$ cat src/design/assert_macros.svh
// ----------------------------------------------------------------------------
// assert_macros.svh
// Concurrent assertion wrappers, compiled out when SYNTH is defined.
// ----------------------------------------------------------------------------
`ifndef ASSERT_MACROS_SVH
`define ASSERT_MACROS_SVH
`ifndef SYNTH
`define PSD_ASSERT_IMPL(lbl, clk, rstn, ante, cons) \
    lbl: assert property (@(posedge clk) disable iff (!rstn) (ante) |-> (cons)) \
        else $error("%m: implication failed");
`define PSD_ASSERT_NEXT(lbl, clk, rstn, ante, cons) \
    lbl: assert property (@(posedge clk) disable iff (!rstn) (ante) |=> (cons)) \
        else $error("%m: next-cycle check failed");
`else
`define PSD_ASSERT_IMPL(lbl, clk, rstn, ante, cons)
`define PSD_ASSERT_NEXT(lbl, clk, rstn, ante, cons)
`endif
`endif

$ cat src/design/psd_pkg.sv
// ----------------------------------------------------------------------------
// psd_pkg
// Shared constants and types of the point to segment distance block.
// ----------------------------------------------------------------------------
`default_nettype none
package psd_pkg;
    localparam int COORD_WIDTH_DEF = 16;
    localparam int FRAC_BITS_DEF   = 8;

    typedef enum logic [1:0] {
        REG_START    = 2'd0,
        REG_END      = 2'd1,
        REG_INTERIOR = 2'd2
    } t_region;

    typedef struct packed {
        logic    valid;
        t_region region;
    } t_tag;
endpackage
`default_nettype wire

$ cat src/design/psd_div_cell.sv
// ----------------------------------------------------------------------------
// psd_div_cell
// One restoring division step: yields one quotient bit per cell.
// ----------------------------------------------------------------------------
`default_nettype none
module psd_div_cell #(
    parameter int LW = 34,
    parameter int QW = 50
) (
    input  wire logic          i_clk,
    input  wire logic          i_rst_n,
    input  wire logic          i_en,
    input  wire psd_pkg::t_tag i_tag,
    input  wire logic [LW-1:0] i_rem,
    input  wire logic [LW-1:0] i_den,
    input  wire logic [QW-1:0] i_lo,
    output psd_pkg::t_tag      o_tag,
    output logic [LW-1:0]      o_rem,
    output logic [LW-1:0]      o_den,
    output logic [QW-1:0]      o_lo
);
    psd_pkg::t_tag  r_tag;
    logic [LW-1:0]  r_rem, r_den;
    logic [QW-1:0]  r_lo;
    logic [LW:0]    trial, diff;
    logic           ge;

    always_comb begin
        trial = {i_rem, i_lo[QW-1]};
        diff  = trial - {1'b0, i_den};
        ge    = trial >= {1'b0, i_den};
    end

    always_ff @(posedge i_clk) begin
        if (!i_rst_n) begin
            r_tag.valid <= 1'b0;
        end else if (i_en) begin
            r_tag <= i_tag;
        end
    end

    always_ff @(posedge i_clk) begin
        if (i_en) begin
            r_rem <= ge ? diff[LW-1:0] : trial[LW-1:0];
            r_den <= i_den;
            r_lo  <= {i_lo[QW-2:0], ge};
        end
    end

    assign o_tag = r_tag;
    assign o_rem = r_rem;
    assign o_den = r_den;
    assign o_lo  = r_lo;
endmodule
`default_nettype wire

$ cat config.mk
export PLATFORM = sky130hd
export DESIGN_NAME = psd_div_cell
export DESIGN_NICKNAME = d
export VERILOG_FILES = /design/src/design/assert_macros.svh /design/src/design/psd_pkg.sv /design/src/design/psd_div_cell.sv
export SDC_FILE = /design/constraint.sdc
export NUM_CORES = 1
export LEC_CHECK = 0
export ABC_AREA = 1
export BUFFER_PORTS_ARGS = -buffer_cell sky130_fd_sc_hd__clkbuf_2
export CORE_MARGIN = 5
export CORE_UTILIZATION = 50
export CTS_CLUSTER_SIZE = 14
export DETAILED_ROUTE_END_ITERATION = 16
export PLACE_DENSITY = 0.8
export SETUP_SLACK_MARGIN = 0.02
export SKIP_LAST_GASP = 1
export SYNTH_ARGS = -nofsm -noshare
export SYNTH_HDL_FRONTEND = slang
export SYNTH_SLANG_ARGS = --single-unit
$ cat constraint.sdc
create_clock -name i_clk -period 3 [get_ports i_clk]
set_clock_uncertainty 0.2 [all_clocks]
set_input_delay 0.45 -clock i_clk [delete_from_list [all_inputs] [get_ports i_clk]]
set_output_delay 0.45 -clock i_clk [all_outputs]
set_load 0.01 [all_outputs]
Word-level counts from Yosys, hierarchy flattened

Cells that the tools add are included.

Reductions and logical operators: 1
Add/subtract/negate cells: 1
$lt $le $gt $ge: 1
Muxes and demuxes: 1

Operators by type and width:

| cell                           | count |
|---|---|
| >= comparator 35 x 34 -> 1 bit | 1 |
| two-way mux 34 bit             | 1 |
| subtractor 34 bit              | 1 |
| AND reduction 2 bit            | 1 |

Output and inout bits: 121
Register bits after elaboration: 121
Bits of input ports: 124

Longest topological paths before layout

Word-level depth: 2
Depth in mapped cells: 17
Gate-level depth less buffers: 15

Least setup slack after synthesis

No wires, ideal clock.

Path kind: input to register
Start point: input port i_lo[49]
End point: register r_rem[20] (netlist: o_rem[20]) (data pin)
Setup slack: 651 ps
Cell stages on the path: 14
Buffers on the path: 0
Data required time: 2547 ps
Arrival: 1896 ps
Path through: inv_1 -> ha_1 -> inv_1 -> fa_1 -> nand3_1 -> nand3_1 -> nand2_1 -> nand2_1 -> nand2_1 -> nand2_1 -> nand3_1 -> nand3b_1 -> nand3_1 -> nand2_1

Word-level cells in the longest chain between the ends: 2
Elaborated cells between the ends (all ways): 3
Those cells by class: 1 x add/sub; 1 x order compare; 1 x mux

RTL lines:

| what                                                                | line                                   | source |
|---|---|---|
| start, declared                                                     | psd_div_cell.sv:16                     | `input wire logic [QW-1:0] i_lo,` |
| subtractor 34 bit or >= comparator 35 x 34 -> 1 bit (tied branches) | psd_div_cell.sv:30, psd_div_cell.sv:31 |  |
| two-way mux 34 bit (*)                                              | psd_div_cell.sv:44                     | `r_rem <= ge ? diff[LW-1:0] : trial[LW-1:0];` |
| end signal, assigned                                                | psd_div_cell.sv:44                     |  |
| end, declared                                                       | psd_div_cell.sv:23                     | `logic [LW-1:0] r_rem, r_den;` |

Mark *: on every way between the ends. The rest lies on a longest branch, timed or not.
A chain may end at the register's enable or synchronous reset.

Worst setup path in the final report

Start point: input port i_lo[49]
End point: register r_rem[30] (netlist: o_rem[30]) (data pin)

Same word-level chain as after synthesis.

==> impl_metrics.ini <==
[global_route]
grt_max_degree = 55
globalRouteOverflowTotal = 0
first_pass_grt_wire_length_um = 31300
vias_in_the_first_global_route = 6083
initial_antenna_violation_count = 0
grtUsageTotal_pct = 24.7

[die]
ioPinCount = 245
die_h_um = 127
floorplan.initialDensity_pct = 51.2
floorplan.rows = 42
floorplan.core_area_um2 = 13300
fp.dieArea_um2 = 16000
die_x_um = 127

[pwr]
pwr_density_cell_nw_per_um2 = 612
share_clk_of_total_power_pct = 42.6
peakVddDrop_uv = 364
sequential_share_of_power_pct = 38.4
power.internal_mw = 4.03
sw_frac_of_total_pct = 27.0
power_mw = 5.52
total_switching_power_mw = 1.49
cellLeakagePower_nw = 4.69
share_comb_of_total_power_pct = 19.0

[clock_tree]
max-clock-path-buffers = 2
h_tree_depth = 4
cts_root_buffer = sky130_fd_sc_hd__clkbuf_16
cts.sink_count = 121
insertion_delay_ns = 0.41
cts_made_buffers = 17
tritoncts = built
cts.clk_slew.worst_paths_ns = 0.06
post_cts_sizing = 0

[timing]
number_of_endpoints_failing_setup_at_the_final_stage = 0
tns_ns = 0
hold_viol = 0
fmaxAchievable_mhz = 415
timing.final.ws_setup_ns = 0.593
maxSlewHeadroom_pct = 74.1
post-route-min-period_ns = 2.41
timing.final.crit_share_pct = 80.2
unrepaired_setup_endpoints_after_global_routing = no
worst-slew-pin-transition_ns = 0.384
report.final.slew_viol_count = 0

[final_layout]
n_fill_cell = 1096
layout_commonest_cell = sky130_fd_sc_hd__nand2_1
final_cell_mix = sky130_fd_sc_hd__nand2_1, sky130_fd_sc_hd__clkbuf_2, sky130_fd_sc_hd__inv_1, sky130_fd_sc_hd__edfxtp_1, sky130_fd_sc_hd__nor2_1
num_antenna_cells = 0
regArea_um2 = 3620
combined_area_of_the_multi_input_logic_cells_um2 = 2570
area_growth_syn_to_layout_pct = 32.5
stdcell_area_um2 = 9010
layout.core_utilization_pct = 67.8
post_route_cells_drive_above_1_share_pct = 30.0
design.final.nets = 1201

[setup_path]
critical-path-slowest-cell = sky130_fd_sc_hd__fa_1
cp-end-kind = flip-flop
path_common_cell = sky130_fd_sc_hd__nand2_1
timing.critical_path.max_delay_family = simple AND/OR/NAND/NOR gates
r2r_setup_slack_ns = 2.10
timing.critical_path.slowest_cell_delay_ns = 0.38
worst_r2r_path_depth = 2
critPathMaxFanout = 3
timing.critical_path.required_ns = 2.97
critPathKind = in2reg
arrival_ns = 2.37
crit_path_start_kind = primary input
critical_path_buf_inv_count = 3
crit-reg2reg-launch = o_tag[2]$_SDFFE_PN0P_
crit_chain = clkbuf_2 -> inv_1 -> ha_1 -> inv_1 -> fa_1 -> nand3_1 -> nand3_1 -> nand2_1 -> nand2_1 -> nand2_1 -> nand2_1 -> nand2_1 -> nand3_1 -> nand3_1 -> nand2_1
worstReg2RegEnd = o_tag[2]$_SDFFE_PN0P_

[synthesis]
synth-warning-count = 0
ys_seq_area_share_pct = 53.3
syn_nets = 926
synth.top_cells.by_area = sky130_fd_sc_hd__edfxtp_1, sky130_fd_sc_hd__nand2_1, sky130_fd_sc_hd__inv_1
flops_latches_synth = 121
netlist.top_cell.by_area = sky130_fd_sc_hd__edfxtp_1
synth_top_area_share_pct = 53.0
synthesis.instances = 767
synthesis.area_per_instance_um2 = 8.87
ys_types = 32
netlist_area_um2 = 6800

[drt]
detail_route_antenna_nets = 0
route.vias.total = 6011
detail_route.drc_violations = 0
detail_route.wirelength_um = 19700
average_routed_wire_per_standard_cell_um = 16.0
first_iter_violations = 431
drt_pass1_iterations = 5
post_drt_via_cell_ratio = 4.88

[placed_design]
dp_worst_setup_slack_ns = 0.175
placed_cell_area_um2 = 8230
gp_congestion = 0.921
numPortBuffers = 244
dp_hpwl_um = 15200

[min_path]
holdCritPathClass = in2reg
number_of_stages_on_the_worst_hold_path = 1
timing.hold.worst_endpoint = o_lo[26]$_DFFE_PP_
worst_hold_startpoint = i_lo[25]

[run_status]
status = completed

[job]
cap_viol_max_count = 0
synthesized netlist by cell type (all sizes together):
library cell	n
nand2	293
inv	135
edfxtp	120
nor2	57
nand3	40
ha	34
a21oi	28
xor2	16
o21ai	12
buf	7
nand3b	7
nor3	5
nand4	3
o21bai	3
xnor2	2
and3	1
dfxtp	1
fa	1
nor4	1
or2	1
flip-flops by register name, indices dropped and copies added (netlist names):
register  count
o_tag         3
o_rem        34
o_den        34
o_lo         50
stage by stage:
step                hold WS (ns)  cells
global route            0.000513   1231
CTS                      0.00103   1230
floorplan                  0.343    767
global placement           0.326   1188
detailed placement         0.357   1188
finish                    0.0120   1231
logic make-up after synthesis:
logic type               after synthesis  share of synthesized area [%]
buffers and inverters                142                           8.90
AND/OR/NAND/NOR                      408                           25.6
XOR/XNOR                              18                           2.32
flip-flops                           121                           53.3
AO/OA/AOI/OAI                         43                           3.38
adder cells (fa/ha/maj)               35                           6.55
layer usage:
metal  GRT usage, %  vias up  wire (µm)  part of all wire, %
met4           8.71        0        477                  2.4
met2           42.9      252       9700                   49
li1               -     3009          -                    -
met3           6.43       29       1450                  7.4
met5              0        -          0                    0
met1           29.8     2721       8100                   41
worst max-delay path by stage:
stage	from	to	slack (ns)	depth (start not counted)
2_1_floorplan	i_lo[49]	o_rem[20]$_DFFE_PP_	0.65	14
3_3_place_gp	i_lo[49]	o_rem[32]$_DFFE_PP_	0.22	15
3_5_place_dp	i_den[27]	o_rem[2]$_DFFE_PP_	0.18	12
4_1_cts	i_lo[49]	o_rem[30]$_DFFE_PP_	0.62	15
5_1_grt	i_lo[49]	o_rem[30]$_DFFE_PP_	0.37	15
6_report	i_lo[49]	o_rem[30]$_DFFE_PP_	0.59	15
power by group through the flow:
stage                     clock network [mW]  registers (mW)  logic, mW
after floorplan                            0            2.24      0.516
after global placement                     0            2.14       1.01
after detailed placement                   0            2.15       1.03
after CTS                               2.37            2.12       1.06
after global routing                    2.46            2.13       1.18
final                                   2.35            2.12       1.05
worst reg2reg max path, delay by kind of cell (launching register included):
family          cells  cell delay, ns
flops               1            0.32
compound gates      2            0.25
what timing repair did:
action	CTS	global route
endpoints found under the setup margin	0	0
endpoints found under the hold margin	10	1
hold buffers	10	1
setup buffers	0	0
area by class of cell:
| cell class | instances | share of cell area (%) |
|---|---|---|
| sequential | 121 | 40.2 |
| multi-input combinational | 504 | 28.6 |
| timing repair buffer | 263 | 15.6 |
| inverter | 135 | 5.71 |
| clock buffer | 19 | 4.80 |
| clock inverter | 13 | 2.67 |
| tap | 176 | 2.44 |
(Power assumes the default switching activity.)
