--- src/design/assert_macros.svh ---
// ----------------------------------------------------------------------------
// assert_macros.svh
// Concurrent assertion wrappers, compiled out when SYNTH is defined.
// ----------------------------------------------------------------------------
`ifndef ASSERT_MACROS_SVH
`define ASSERT_MACROS_SVH
`ifndef SYNTH
`define PSD_ASSERT_IMPL(lbl, clk, rstn, ante, cons) \
    lbl: assert property (@(posedge clk) disable iff (!rstn) (ante) |-> (cons)) \
        else $error("%m: implication failed");
`define PSD_ASSERT_NEXT(lbl, clk, rstn, ante, cons) \
    lbl: assert property (@(posedge clk) disable iff (!rstn) (ante) |=> (cons)) \
        else $error("%m: next-cycle check failed");
`else
`define PSD_ASSERT_IMPL(lbl, clk, rstn, ante, cons)
`define PSD_ASSERT_NEXT(lbl, clk, rstn, ante, cons)
`endif
`endif

--- src/design/psd_pkg.sv ---
// ----------------------------------------------------------------------------
// psd_pkg
// Shared constants and types of the point to segment distance block.
// ----------------------------------------------------------------------------
`default_nettype none
package psd_pkg;
    localparam int COORD_WIDTH_DEF = 16;
    localparam int FRAC_BITS_DEF   = 8;

    typedef enum logic [1:0] {
        REG_START    = 2'd0,
        REG_END      = 2'd1,
        REG_INTERIOR = 2'd2
    } t_region;

    typedef struct packed {
        logic    valid;
        t_region region;
    } t_tag;
endpackage
`default_nettype wire

--- src/design/psd_sqrt_cell.sv ---
// ----------------------------------------------------------------------------
// psd_sqrt_cell
// One digit-by-digit square root step: yields one root bit per cell.
// ----------------------------------------------------------------------------
`default_nettype none
module psd_sqrt_cell #(
    parameter int DW = 25,
    localparam int QW = 2 * DW,
    localparam int RW = DW + 3
) (
    input  wire logic          i_clk,
    input  wire logic          i_rst_n,
    input  wire logic          i_en,
    input  wire psd_pkg::t_tag i_tag,
    input  wire logic [RW-1:0] i_rem,
    input  wire logic [DW-1:0] i_root,
    input  wire logic [QW-1:0] i_lo,
    output psd_pkg::t_tag      o_tag,
    output logic [RW-1:0]      o_rem,
    output logic [DW-1:0]      o_root,
    output logic [QW-1:0]      o_lo
);
    psd_pkg::t_tag  r_tag;
    logic [RW-1:0]  r_rem;
    logic [DW-1:0]  r_root;
    logic [QW-1:0]  r_lo;
    logic [RW-1:0]  acc, trial;
    logic           ge;

    always_comb begin
        acc   = {i_rem[RW-3:0], i_lo[QW-1:QW-2]};
        trial = RW'({i_root, 2'b01});
        ge    = acc >= trial;
    end

    always_ff @(posedge i_clk) begin
        if (!i_rst_n) begin
            r_tag.valid <= 1'b0;
        end else if (i_en) begin
            r_tag <= i_tag;
        end
    end

    always_ff @(posedge i_clk) begin
        if (i_en) begin
            r_rem  <= ge ? acc - trial : acc;
            r_root <= {i_root[DW-2:0], ge};
            r_lo   <= {i_lo[QW-3:0], 2'b00};
        end
    end

    assign o_tag  = r_tag;
    assign o_rem  = r_rem;
    assign o_root = r_root;
    assign o_lo   = r_lo;
endmodule
`default_nettype wire

--- config.mk ---
export PLATFORM = sky130hd
export DESIGN_NAME = psd_sqrt_cell
export DESIGN_NICKNAME = d
export VERILOG_FILES = /design/src/design/assert_macros.svh /design/src/design/psd_pkg.sv /design/src/design/psd_sqrt_cell.sv
export SDC_FILE = /design/constraint.sdc
export NUM_CORES = 1
export LEC_CHECK = 0
export BUFFER_PORTS_ARGS = -buffer_cell sky130_fd_sc_hd__buf_2
export CAP_MARGIN = 20
export CORE_ASPECT_RATIO = 0.8
export CORE_MARGIN = 1.5
export CORE_UTILIZATION = 48
export DETAILED_ROUTE_END_ITERATION = 12
export PLACE_DENSITY = 0.8
export SETUP_SLACK_MARGIN = 0.4
export SLEW_MARGIN = 20
export SYNTH_ARGS = -nofsm -noshare
export SYNTH_HDL_FRONTEND = slang
export SYNTH_SLANG_ARGS = --single-unit
--- constraint.sdc ---
create_clock -name i_clk -period 3.55 [get_ports i_clk]
set_clock_uncertainty 0.05 [all_clocks]
set_input_delay 0.71 -clock i_clk [delete_from_list [all_inputs] [get_ports i_clk]]
set_output_delay 0.71 -clock i_clk [all_outputs]
set_load 0.1 [all_outputs]
After elaboration in Yosys (flattened, before gate mapping)

Index checks and enable logic that the tools add are counted.

Bits of input ports: 109
Output and inout port bits: 106
Bits in registers: 104
Word-level logic and storage cells: 9

Add/sub/neg operators: 1
$lt $le $gt $ge: 1
Muxes and demuxes: 1
Reductions and logical operators: 1

Operators with widths:

| operator         | number |
|---|---|
| $ge 28x27->1     | 1 |
| $mux 28          | 1 |
| $sub 28x27->28   | 1 |
| $reduce_and 2->1 | 1 |

Depth between registers and ports, before layout

Gate-level depths: netlist (run 1).

Depth in word-level cells: 2
Gate-level depth with buffers: 11
Depth with buffers taken out: 9

Worst setup path before layout (run 1)

No wires, ideal clock.

Kind: in2reg
Start point: in i_root[19]
End point: reg r_rem[16] (netlist: o_rem[16]), data pin
Path buffers: 2
Stages: 10
Setup time: 0.260 ns
Data required time: 3.240 ns
Arrival: 2.719 ns
Setup slack: 0.521 ns
Path through: inv_1 ha_1 buf_6 nand4_4 or4b_4 o221ai_4 nor2_4 inv_2 buf_8 mux2_4

Cells in the longest elaborated chain, start to end: 2

RTL lines:

| what                 | RTL line            | text |
|---|---|---|
| start, declared      | psd_sqrt_cell.sv:16 | `input wire logic [DW-1:0] i_root,` |
| $ge 28x27->1         | psd_sqrt_cell.sv:33 | `ge = acc >= trial;` |
| named net ge         | psd_sqrt_cell.sv:28 | `logic ge;` |
| $mux 28              | psd_sqrt_cell.sv:46 | `r_rem <= ge ? acc - trial : acc;` |
| end signal, assigned | psd_sqrt_cell.sv:46 |  |
| end, declared        | psd_sqrt_cell.sv:24 | `logic [RW-1:0] r_rem;` |

The timed path passes the listed nets, and every way through them passes these cells.
A chain may end at the register's enable or synchronous reset.

Worst setup path after layout (run 1)

Start point: in i_root[21]
End point: reg r_rem[4] (netlist: o_rem[4]), data pin

Cells in the longest elaborated chain, start to end: 2

RTL lines:

| what         | RTL line |
|---|---|
| $ge 28x27->1 | psd_sqrt_cell.sv:33 |
| $mux 28      | psd_sqrt_cell.sv:46 |

No other way between the ends.

==> report_table.html, run 1 <==
<table>
<tr><th>Metric</th><th>Value</th></tr>
<tr><th colspan="2">Die</th></tr>
<tr><td>Die Span Y</td><td>97.72 µm</td></tr>
<tr><td>Chip Width</td><td>121.4 µm</td></tr>
<tr><td>Die ar.</td><td>11,860 µm²</td></tr>
<tr><td>Core Rows</td><td>34</td></tr>
<tr><td>Number of ports placed on the die boundary</td><td>215</td></tr>
<tr><td>Effective utilization at floorplan</td><td>49.43%</td></tr>
<tr><td>Placeable core region</td><td>10,890 µm²</td></tr>
<tr><th colspan="2">Synthesis</th></tr>
<tr><td>Main synth FF type</td><td>edfxtp_1</td></tr>
<tr><td>Yosys warning count</td><td>0</td></tr>
<tr><td>Sequential element share of the synthesized area</td><td>57.83%</td></tr>
<tr><td>Library cells used by synthesis</td><td>61</td></tr>
<tr><td>Cell with the most instances after synthesis</td><td>edfxtp_1</td></tr>
<tr><td>Synth top area cells</td><td>edfxtp_1 (57%), ha_1 (6.3%), a21oi_1 (3.5%)</td></tr>
<tr><td>Post-Syn Area</td><td>5383 µm²</td></tr>
<tr><td>EDFF count, synth</td><td>103</td></tr>
<tr><td>Post-synthesis area per instance</td><td>12.18 µm²</td></tr>
<tr><td>Cells after synthesis</td><td>442</td></tr>
<tr><td>Share of flip-flops with an asynchronous set or reset after synthesis</td><td>0%</td></tr>
<tr><td>Post-synthesis register bit count</td><td>104</td></tr>
<tr><td>Post-synth top area share</td><td>57.46%</td></tr>
<tr><td>Top cells by instance count after synthesis</td><td>edfxtp_1 (103), a21oi_1 (38), nand2_1 (35)</td></tr>
<tr><td>Cell taking the most area after synthesis</td><td>edfxtp_1</td></tr>
<tr><th colspan="2">Setup path</th></tr>
<tr><td>Startpoint type of the worst setup path</td><td>primary input</td></tr>
<tr><td>Critical Path Sink Type</td><td>flop</td></tr>
<tr><td>Data required time of the worst path</td><td>3590 ps</td></tr>
<tr><td>Flop-to-flop setup slack</td><td>2890 ps</td></tr>
<tr><td>Crit Path Class</td><td>primary input to flop</td></tr>
<tr><td>Top cell family by delay on the critical path</td><td>simple AND/OR/NAND/NOR gates</td></tr>
<tr><td>Launching point of the worst reg2reg path</td><td>o_tag[2]</td></tr>
<tr><td>Peak per-stage delay on the critical path</td><td>600 ps</td></tr>
<tr><td>R2R cell count</td><td>2</td></tr>
<tr><td>Buffer and inverter count on the worst path</td><td>4</td></tr>
<tr><td>Reg-to-reg critical path endpoint</td><td>o_tag[2]</td></tr>
<tr><td>Data arrival time at the worst-slack endpoint</td><td>3080 ps</td></tr>
<tr><td>Worst-path cell chain</td><td>buf_2, inv_1, ha_1, nand4_4, or4b_4, nor2_4, o211a_4, nor2_4, inv_2, buf_12, mux2_2</td></tr>
<tr><td>Largest driver fanout on the critical path</td><td>12</td></tr>
<tr><td>Standard cell with the maximum stage delay on the critical path</td><td>or4b_4</td></tr>
<tr><td>CP dominant cell by count</td><td>nor2_4</td></tr>
<tr><th colspan="2">STA</th></tr>
<tr><td>Tightest slew margin relative to the limit</td><td>54.09%</td></tr>
<tr><td>Hold violation count in the final report</td><td>0</td></tr>
<tr><td>Maximum clock frequency</td><td>329.1 MHz</td></tr>
<tr><td>Final worst-path setup slack</td><td>511.1 ps</td></tr>
<tr><td>Count of final setup violators</td><td>0</td></tr>
<tr><td>Post-route clock period utilization</td><td>85.60%</td></tr>
<tr><td>Setup TNS Final</td><td>0 ps</td></tr>
<tr><td>Slew Viols, Final</td><td>0</td></tr>
<tr><td>RSZ-0062 raised after global routing</td><td>no</td></tr>
<tr><td>Time the worst path needs with I/O delays and setup</td><td>3039 ps</td></tr>
<tr><td>Actual slew at the worst max-slew pin</td><td>688.6 ps</td></tr>
<tr><th colspan="2">Clock tree</th></tr>
<tr><td>Count of instances resized after the clock tree is built</td><td>0</td></tr>
<tr><td>CTS Buf Count</td><td>9</td></tr>
<tr><td>Clock transition at the registers of the reported paths</td><td>70 ps</td></tr>
<tr><td># clock sinks</td><td>104</td></tr>
<tr><td>Number of buffers added to fix hold violations after cts</td><td>0</td></tr>
<tr><td>Clock latency on the worst-skew pair</td><td>340 ps</td></tr>
<tr><td>Clock tree from TritonCTS</td><td>done</td></tr>
<tr><td>CTS Root Buffer Type</td><td>clkbuf_16</td></tr>
<tr><td>Post-CTS Setup Repair Bufs</td><td>0</td></tr>
<tr><td>CTS H-tree depth</td><td>3</td></tr>
<tr><td>Maximum count of clock buffers along a single path</td><td>2</td></tr>
<tr><th colspan="2">Pwr</th></tr>
<tr><td>Int Power</td><td>2.365 mW</td></tr>
<tr><td>Switching power of the nets</td><td>1.726 mW</td></tr>
<tr><td>Power share of the clock group</td><td>25.7%</td></tr>
<tr><td>Total power divided by cell area</td><td>589.4 nW/µm²</td></tr>
<tr><td>Switching Fraction</td><td>42.19%</td></tr>
<tr><td>Share of total power in sequential cells</td><td>37.2%</td></tr>
<tr><td>Cell leakage power</td><td>2.992 nW</td></tr>
<tr><td>Final Power</td><td>4.091 mW</td></tr>
<tr><td>Gate power share</td><td>37.1%</td></tr>
<tr><td>Worst VDD drop</td><td>310.2 µV</td></tr>
<tr><th colspan="2">Status</th></tr>
<tr><td>Outcome</td><td>finished, final reports clean</td></tr>
<tr><th colspan="2">Hold path</th></tr>
<tr><td>Hold Path Origin</td><td>i_lo[27]</td></tr>
<tr><td>Count of cells along the worst hold path</td><td>1</td></tr>
<tr><td>Worst Hold Class</td><td>primary input to flop</td></tr>
<tr><td>End point of the most critical hold path</td><td>o_lo[29]</td></tr>
<tr><th colspan="2">Layout</th></tr>
<tr><td>Number of nets at the end of the flow</td><td>799</td></tr>
<tr><td>Ratio of cells with drive above 1 in the final layout</td><td>39.52%</td></tr>
<tr><td>Number of fill cells</td><td>922</td></tr>
<tr><td>Final cell count without fillers</td><td>812</td></tr>
<tr><td>Post-synthesis to final-layout area growth</td><td>28.94%</td></tr>
<tr><td>Util after Layout</td><td>63.73%</td></tr>
<tr><td>Antenna diode instance count</td><td>0</td></tr>
<tr><th colspan="2">Detailed routing</th></tr>
<tr><td>DRC marker count from the first detailed-route iteration</td><td>182</td></tr>
<tr><td>Detail-routed net length per standard cell</td><td>16.86 µm</td></tr>
<tr><td>Remaining number of nets flagged by the antenna check after routing</td><td>0</td></tr>
<tr><td>WL final</td><td>13.69 mm</td></tr>
<tr><td>Via density</td><td>5.494</td></tr>
<tr><td>Number of remaining DRC errors</td><td>0</td></tr>
<tr><td>Number of vias after detailed routing</td><td>4,461</td></tr>
<tr><td>Iteration count of the initial detailed-routing pass</td><td>5</td></tr>
<tr><th colspan="2">Placement</th></tr>
<tr><td>Worst setup timing slack at the placement stage</td><td>196.4 ps</td></tr>
<tr><td>RD Place Congestion</td><td>0.8856</td></tr>
<tr><td>Total instance count after detailed placement</td><td>796</td></tr>
<tr><td># port buffers</td><td>210</td></tr>
<tr><td>HPWL after detailed placement</td><td>10.58 mm</td></tr>
<tr><th colspan="2">GRT</th></tr>
<tr><td>Global-route total usage across every layer</td><td>22.99%</td></tr>
<tr><td>Number of antenna violations at the first check in global routing</td><td>1</td></tr>
<tr><td>GRT overflow</td><td>0</td></tr>
<tr><td>Largest net degree at the start of global routing</td><td>53</td></tr>
<tr><td>Global-route wire length before repair</td><td>21.33 mm</td></tr>
<tr><td>Via count of the first global-routing pass</td><td>4,396</td></tr>
<tr><th colspan="2">Run</th></tr>
<tr><td>Reported max-cap violation count</td><td>0</td></tr>
</table>
placed cells by master (no fill, tap or decap), types with 10 or more instances in the layout:
master / count
o21ai_0: 26
nor3_1: 19
xnor2_1: 11
a21oi_1: 38
edfxtp_1: 103
buf_2: 209
nand3_1: 11
ha_1: 27
o21a_1: 10
nand2_1: 35
inv_1: 32
nor2_1: 21
cell families after synthesis:
kind of cell | count (synthesis) | share of synthesized area [%]
fa+ha+maj | 27 | 6.276
buf+inv | 44 | 4.161
xor+xnor | 14 | 2.278
compound gates | 124 | 15.81
flops | 104 | 57.83
simple gates | 116 | 11.04
mux | 12 | 2.534
other cells | 1 | 0.06967
metrics by stage:
step / area (µm²) / hold WS, ps
3_5_place_dp: 6620 / 497.8
3_3_place_gp: 6620 / 458.6
2_1_floorplan: 5386 / 758.9
4_1_cts: 6940 / 472.7
6_report: 6940 / 483.9
5_1_grt: 6940 / 467.0
registers in the layout, indices dropped and copies added (netlist names):
| register | flops |
|---|---|
| o_lo | 48 |
| o_rem | 28 |
| o_root | 25 |
| o_tag | 3 |
worst reg2reg max path, delay by kind of cell, from the launching register on:
| family | cells | cell delay [ps] |
|---|---|---|
| simple gates | 1 | 140 |
| mux | 1 | 70 |
| flops | 1 | 340 |
power groups by stage:
stage	clock, mW	combinational (mW)	sequential, mW
after detailed placement	0	1.51	1.55
after floorplan	0	0.357	2.42
after global placement	0	1.50	1.55
final	1.05	1.52	1.52
after CTS	1.08	1.52	1.53
after global routing	1.11	1.59	1.54
worst max path at each step:
stage | start | cells past startpoint | endpoint | slack, ps
global route | i_root[21] | 11 | o_rem[4] | 440
CTS | i_root[21] | 11 | o_rem[4] | 530
finish | i_root[21] | 11 | o_rem[4] | 510
detailed placement | i_root[21] | 11 | o_rem[8] | 200
floorplan | i_root[19] | 10 | o_rem[16] | 520
global placement | i_root[21] | 11 | o_rem[3] | 230
routing by layer:
| layer | track usage, % | share of wire, % | up-vias |
|---|---|---|---|
| met3 | 6.279 | 8.1 | 28 |
| met5 | 0 | 0.11 | - |
| met1 | 28.90 | 42 | 2099 |
| met4 | 8.326 | 1.9 | 2 |
| met2 | 38.11 | 48 | 216 |
| li1 | - | - | 2116 |
area by class of cell:
type	instances	area (µm²)	area share, %
clock buffers	9	225.2	3.245
clock inverters	7	95.09	1.370
well taps	144	180.2	2.596
multi-input cells	295	2049	29.53
inverters	33	123.9	1.785
flip-flops and latches	104	3113	44.85
repair buffers	220	1154	16.62
(Power assumes the default switching activity.)
==> inputs of run 2 (changes only) <==
- CORE_ASPECT_RATIO: 0.8 -> default
==> report_table.html, run 2 (synthesis gave the netlist of run 1 again) <==
<table>
<tr><th>Metric</th><th>Value</th></tr>
<tr><th colspan="2">Status</th></tr>
<tr><td>Outcome</td><td>finished, final reports clean</td></tr>
<tr><th colspan="2">Die</th></tr>
<tr><td>Chip Width</td><td>108.9 µm (-10%)</td></tr>
<tr><td>Die ar.</td><td>11,860 µm² (about the same)</td></tr>
<tr><td>Number of ports placed on the die boundary</td><td>215 (unchanged)</td></tr>
<tr><td>Core Rows</td><td>38 (+12%)</td></tr>
<tr><td>Die Span Y</td><td>108.9 µm (+11%)</td></tr>
<tr><td>Placeable core region</td><td>10,890 µm² (about the same)</td></tr>
<tr><td>Effective utilization at floorplan</td><td>49.44% (about the same)</td></tr>
<tr><th colspan="2">Setup path</th></tr>
<tr><td>R2R cell count</td><td>2 (unchanged)</td></tr>
<tr><td>Launching point of the worst reg2reg path</td><td>o_tag[2]</td></tr>
<tr><td>Peak per-stage delay on the critical path</td><td>410 ps (-190 ps)</td></tr>
<tr><td>Data required time of the worst path</td><td>3640 ps (+50 ps)</td></tr>
<tr><td>Top cell family by delay on the critical path</td><td>compound AO/OA/AOI/OAI gates</td></tr>
<tr><td>Crit Path Class</td><td>primary input to flop</td></tr>
<tr><td>Critical Path Sink Type</td><td>flop</td></tr>
<tr><td>Critical path startpoint</td><td>i_root[19]</td></tr>
<tr><td>Flop-to-flop setup slack</td><td>2860 ps (-30 ps)</td></tr>
<tr><td>Reg-to-reg critical path endpoint</td><td>o_tag[2]</td></tr>
<tr><td>Startpoint type of the worst setup path</td><td>primary input</td></tr>
<tr><td>Largest driver fanout on the critical path</td><td>9 (-3)</td></tr>
<tr><td>Worst-path cell chain</td><td>buf_2, inv_1, ha_1, a21oi_1, o21ai_0, a311oi_2, o221ai_4, nor2_4, inv_2, buf_4, mux2_4</td></tr>
<tr><td>Standard cell with the maximum stage delay on the critical path</td><td>ha_1</td></tr>
<tr><td>Buffer and inverter count on the worst path</td><td>4 (unchanged)</td></tr>
<tr><td>Data arrival time at the worst-slack endpoint</td><td>3020 ps (-60 ps)</td></tr>
<tr><th colspan="2">Layout</th></tr>
<tr><td>Post-synthesis to final-layout area growth</td><td>26.52%</td></tr>
<tr><td>Antenna diode instance count</td><td>0 (unchanged)</td></tr>
<tr><td>Number of nets at the end of the flow</td><td>801 (+0.25%)</td></tr>
<tr><td>Leading cell type in the layout, fill and taps excluded</td><td>buf_2</td></tr>
<tr><td>Final cell count without fillers</td><td>810 (-0.25%)</td></tr>
<tr><td>Commonest cells after routing, fill and taps aside</td><td>buf_2 (209), edfxtp_1 (103), a21oi_1 (38)</td></tr>
<tr><td>Util after Layout</td><td>62.55% (-1.2 points)</td></tr>
<tr><td>Area of all placed cells without fillers</td><td>6810 µm² (-1.9%)</td></tr>
<tr><td>Flip-flop count of the largest register, all copies and words added</td><td>48 (unchanged)</td></tr>
<tr><td>Number of fill cells</td><td>877 (-4.9%)</td></tr>
<tr><td>Ratio of cells with drive above 1 in the final layout</td><td>39.55% (about the same)</td></tr>
<tr><th colspan="2">Hold path</th></tr>
<tr><td>Hold Path Origin</td><td>i_lo[44]</td></tr>
<tr><td>Count of cells along the worst hold path</td><td>1 (unchanged)</td></tr>
<tr><td>Worst Hold Class</td><td>primary input to flop</td></tr>
<tr><td>End point of the most critical hold path</td><td>o_lo[46]</td></tr>
<tr><th colspan="2">Pwr</th></tr>
<tr><td>Total power divided by cell area</td><td>550.3 nW/µm² (-6.6%)</td></tr>
<tr><td>Cell leakage power</td><td>2.937 nW (-1.8%)</td></tr>
<tr><td>Worst VDD drop</td><td>370.8 µV (+20%)</td></tr>
<tr><td>Final Power</td><td>3.747 mW (-8.4%)</td></tr>
<tr><th colspan="2">GRT</th></tr>
<tr><td>Number of antenna violations at the first check in global routing</td><td>0 (-1)</td></tr>
<tr><td>Layer with the highest usage</td><td>met2</td></tr>
<tr><td>GR Layer Usage met3</td><td>4.782% (-1.5 points)</td></tr>
<tr><td>Largest net degree at the start of global routing</td><td>58 (+9.4%)</td></tr>
<tr><td>Grt met2 use</td><td>41.03% (+2.9 points)</td></tr>
<tr><td>Global-route wire length before repair</td><td>21.16 mm (-0.77%)</td></tr>
<tr><td>Via count of the first global-routing pass</td><td>4,289 (-2.4%)</td></tr>
<tr><td>Global-route total usage across every layer</td><td>23.67% (+0.68 points)</td></tr>
<tr><td>Routing usage on met1</td><td>28.72% (-0.19 points)</td></tr>
<tr><td>GRT overflow</td><td>0 (unchanged)</td></tr>
<tr><th colspan="2">Detailed routing</th></tr>
<tr><td>Number of remaining DRC errors</td><td>0 (unchanged)</td></tr>
<tr><td>Number of vias after detailed routing</td><td>4,354 (-2.4%)</td></tr>
<tr><td>Via density</td><td>5.375 (-2.2%)</td></tr>
<tr><td>DRC marker count from the first detailed-route iteration</td><td>295 (+62%)</td></tr>
<tr><td>Remaining number of nets flagged by the antenna check after routing</td><td>0 (unchanged)</td></tr>
<tr><td>Detail-routed net length per standard cell</td><td>17.36 µm (+2.9%)</td></tr>
<tr><td>WL final</td><td>14.06 mm (+2.7%)</td></tr>
<tr><td>Iteration count of the initial detailed-routing pass</td><td>4 (-1)</td></tr>
<tr><th colspan="2">STA</th></tr>
<tr><td>Count of final setup violators</td><td>0 (unchanged)</td></tr>
<tr><td>Actual slew at the worst max-slew pin</td><td>616.8 ps (-71.78 ps)</td></tr>
<tr><td>Final worst-path setup slack</td><td>618.0 ps (+106.9 ps)</td></tr>
<tr><td>Maximum clock frequency</td><td>341.1 MHz (+3.6%)</td></tr>
<tr><td>Tightest slew margin relative to the limit</td><td>58.60% (+4.5 points)</td></tr>
<tr><td>Post-route clock period utilization</td><td>82.59% (-3.0 points)</td></tr>
<tr><td>Hold violation count in the final report</td><td>0 (unchanged)</td></tr>
<tr><td>RSZ-0062 raised after global routing</td><td>no</td></tr>
<tr><td>Post-Route Hold Slack</td><td>442.5 ps (-41.43 ps)</td></tr>
<tr><td>Setup TNS Final</td><td>0 ps (unchanged)</td></tr>
<tr><td>Slew Viols, Final</td><td>0 (unchanged)</td></tr>
<tr><td>Time the worst path needs with I/O delays and setup</td><td>2932 ps (-106.9 ps)</td></tr>
<tr><th colspan="2">Clock tree</th></tr>
<tr><td>CTS Root Buffer Type</td><td>clkbuf_8</td></tr>
<tr><td>CTS H-tree depth</td><td>3 (unchanged)</td></tr>
<tr><td>Maximum count of clock buffers along a single path</td><td>2 (unchanged)</td></tr>
<tr><td>Clock transition at the registers of the reported paths</td><td>110 ps (+40 ps)</td></tr>
<tr><td>CTS Buf Count</td><td>9 (unchanged)</td></tr>
<tr><td># clock sinks</td><td>104 (unchanged)</td></tr>
<tr><td>Clock latency on the worst-skew pair</td><td>370 ps (+30 ps)</td></tr>
<tr><td>Number of buffers added to fix hold violations after cts</td><td>0 (unchanged)</td></tr>
<tr><td>Post-CTS Setup Repair Bufs</td><td>0 (unchanged)</td></tr>
<tr><td>Clock tree from TritonCTS</td><td>done</td></tr>
<tr><td>Count of instances resized after the clock tree is built</td><td>0 (unchanged)</td></tr>
<tr><th colspan="2">Placement</th></tr>
<tr><td># port buffers</td><td>210 (unchanged)</td></tr>
<tr><td>Placed instance area</td><td>6630 µm² (+0.15%)</td></tr>
<tr><td>HPWL after detailed placement</td><td>11.03 mm (+4.2%)</td></tr>
<tr><td>Worst setup timing slack at the placement stage</td><td>235.6 ps (+39.21 ps)</td></tr>
<tr><td>RD Place Congestion</td><td>0.9337 (+5.4%)</td></tr>
<tr><td>Total instance count after detailed placement</td><td>794 (-0.25%)</td></tr>
<tr><th colspan="2">Run</th></tr>
<tr><td>Reported max-cap violation count</td><td>0 (unchanged)</td></tr>
</table>
run 2: changes by cell type in the layout (fill, tap and decap cells not counted), sizes merged:
| cell | before | now |
|---|---|---|
| buf | 220 | 222 |
| bufinv | 1 | 0 |
| clkbuf | 9 | 10 |
| clkinv | 3 | 2 |
| clkinvlp | 0 | 1 |
run 2: worst max path at each step:
| stage | end | slack, ps | cells after the start |
|---|---|---|---|
| after floorplan | o_rem[16] | 520 | 10 |
| after global placement | o_rem[16] | 290 | 10 |
| after detailed placement | o_rem[16] | 240 | 11 |
| after CTS | o_rem[16] | 640 | 11 |
| after global routing | o_rem[16] | 470 | 11 |
| final | o_rem[16] | 620 | 11 |
run 2: cell type report:
cell class / instances / area [µm²] / share of cell area, %
flip-flops and latches: 104 / 3113 / 45.71
multi-input cells: 295 / 2049 / 30.09
repair buffers: 222 / 1169 / 17.16
well taps: 140 / 175.2 / 2.572
clock buffers: 10 / 127.6 / 1.874
inverters: 33 / 123.9 / 1.819
clock inverters: 6 / 52.55 / 0.7716
run 2: where the power goes:
group	internal (mW)	switching, mW	total, mW
Combinational	0.303	1.22	1.52
Sequential	1.49	0.0304	1.52
Clock	0.268	0.434	0.702
Total	2.06	1.68	3.75
run 2: per-layer routing:
metal | part of all wire, % | wire length [µm] | vias up
met4 | 1.8 | 250 | 0
met1 | 40 | 5656 | 2043
met5 | 0 | 0 | -
met2 | 50 | 7088 | 175
li1 | - | - | 2114
met3 | 7.6 | 1065 | 22
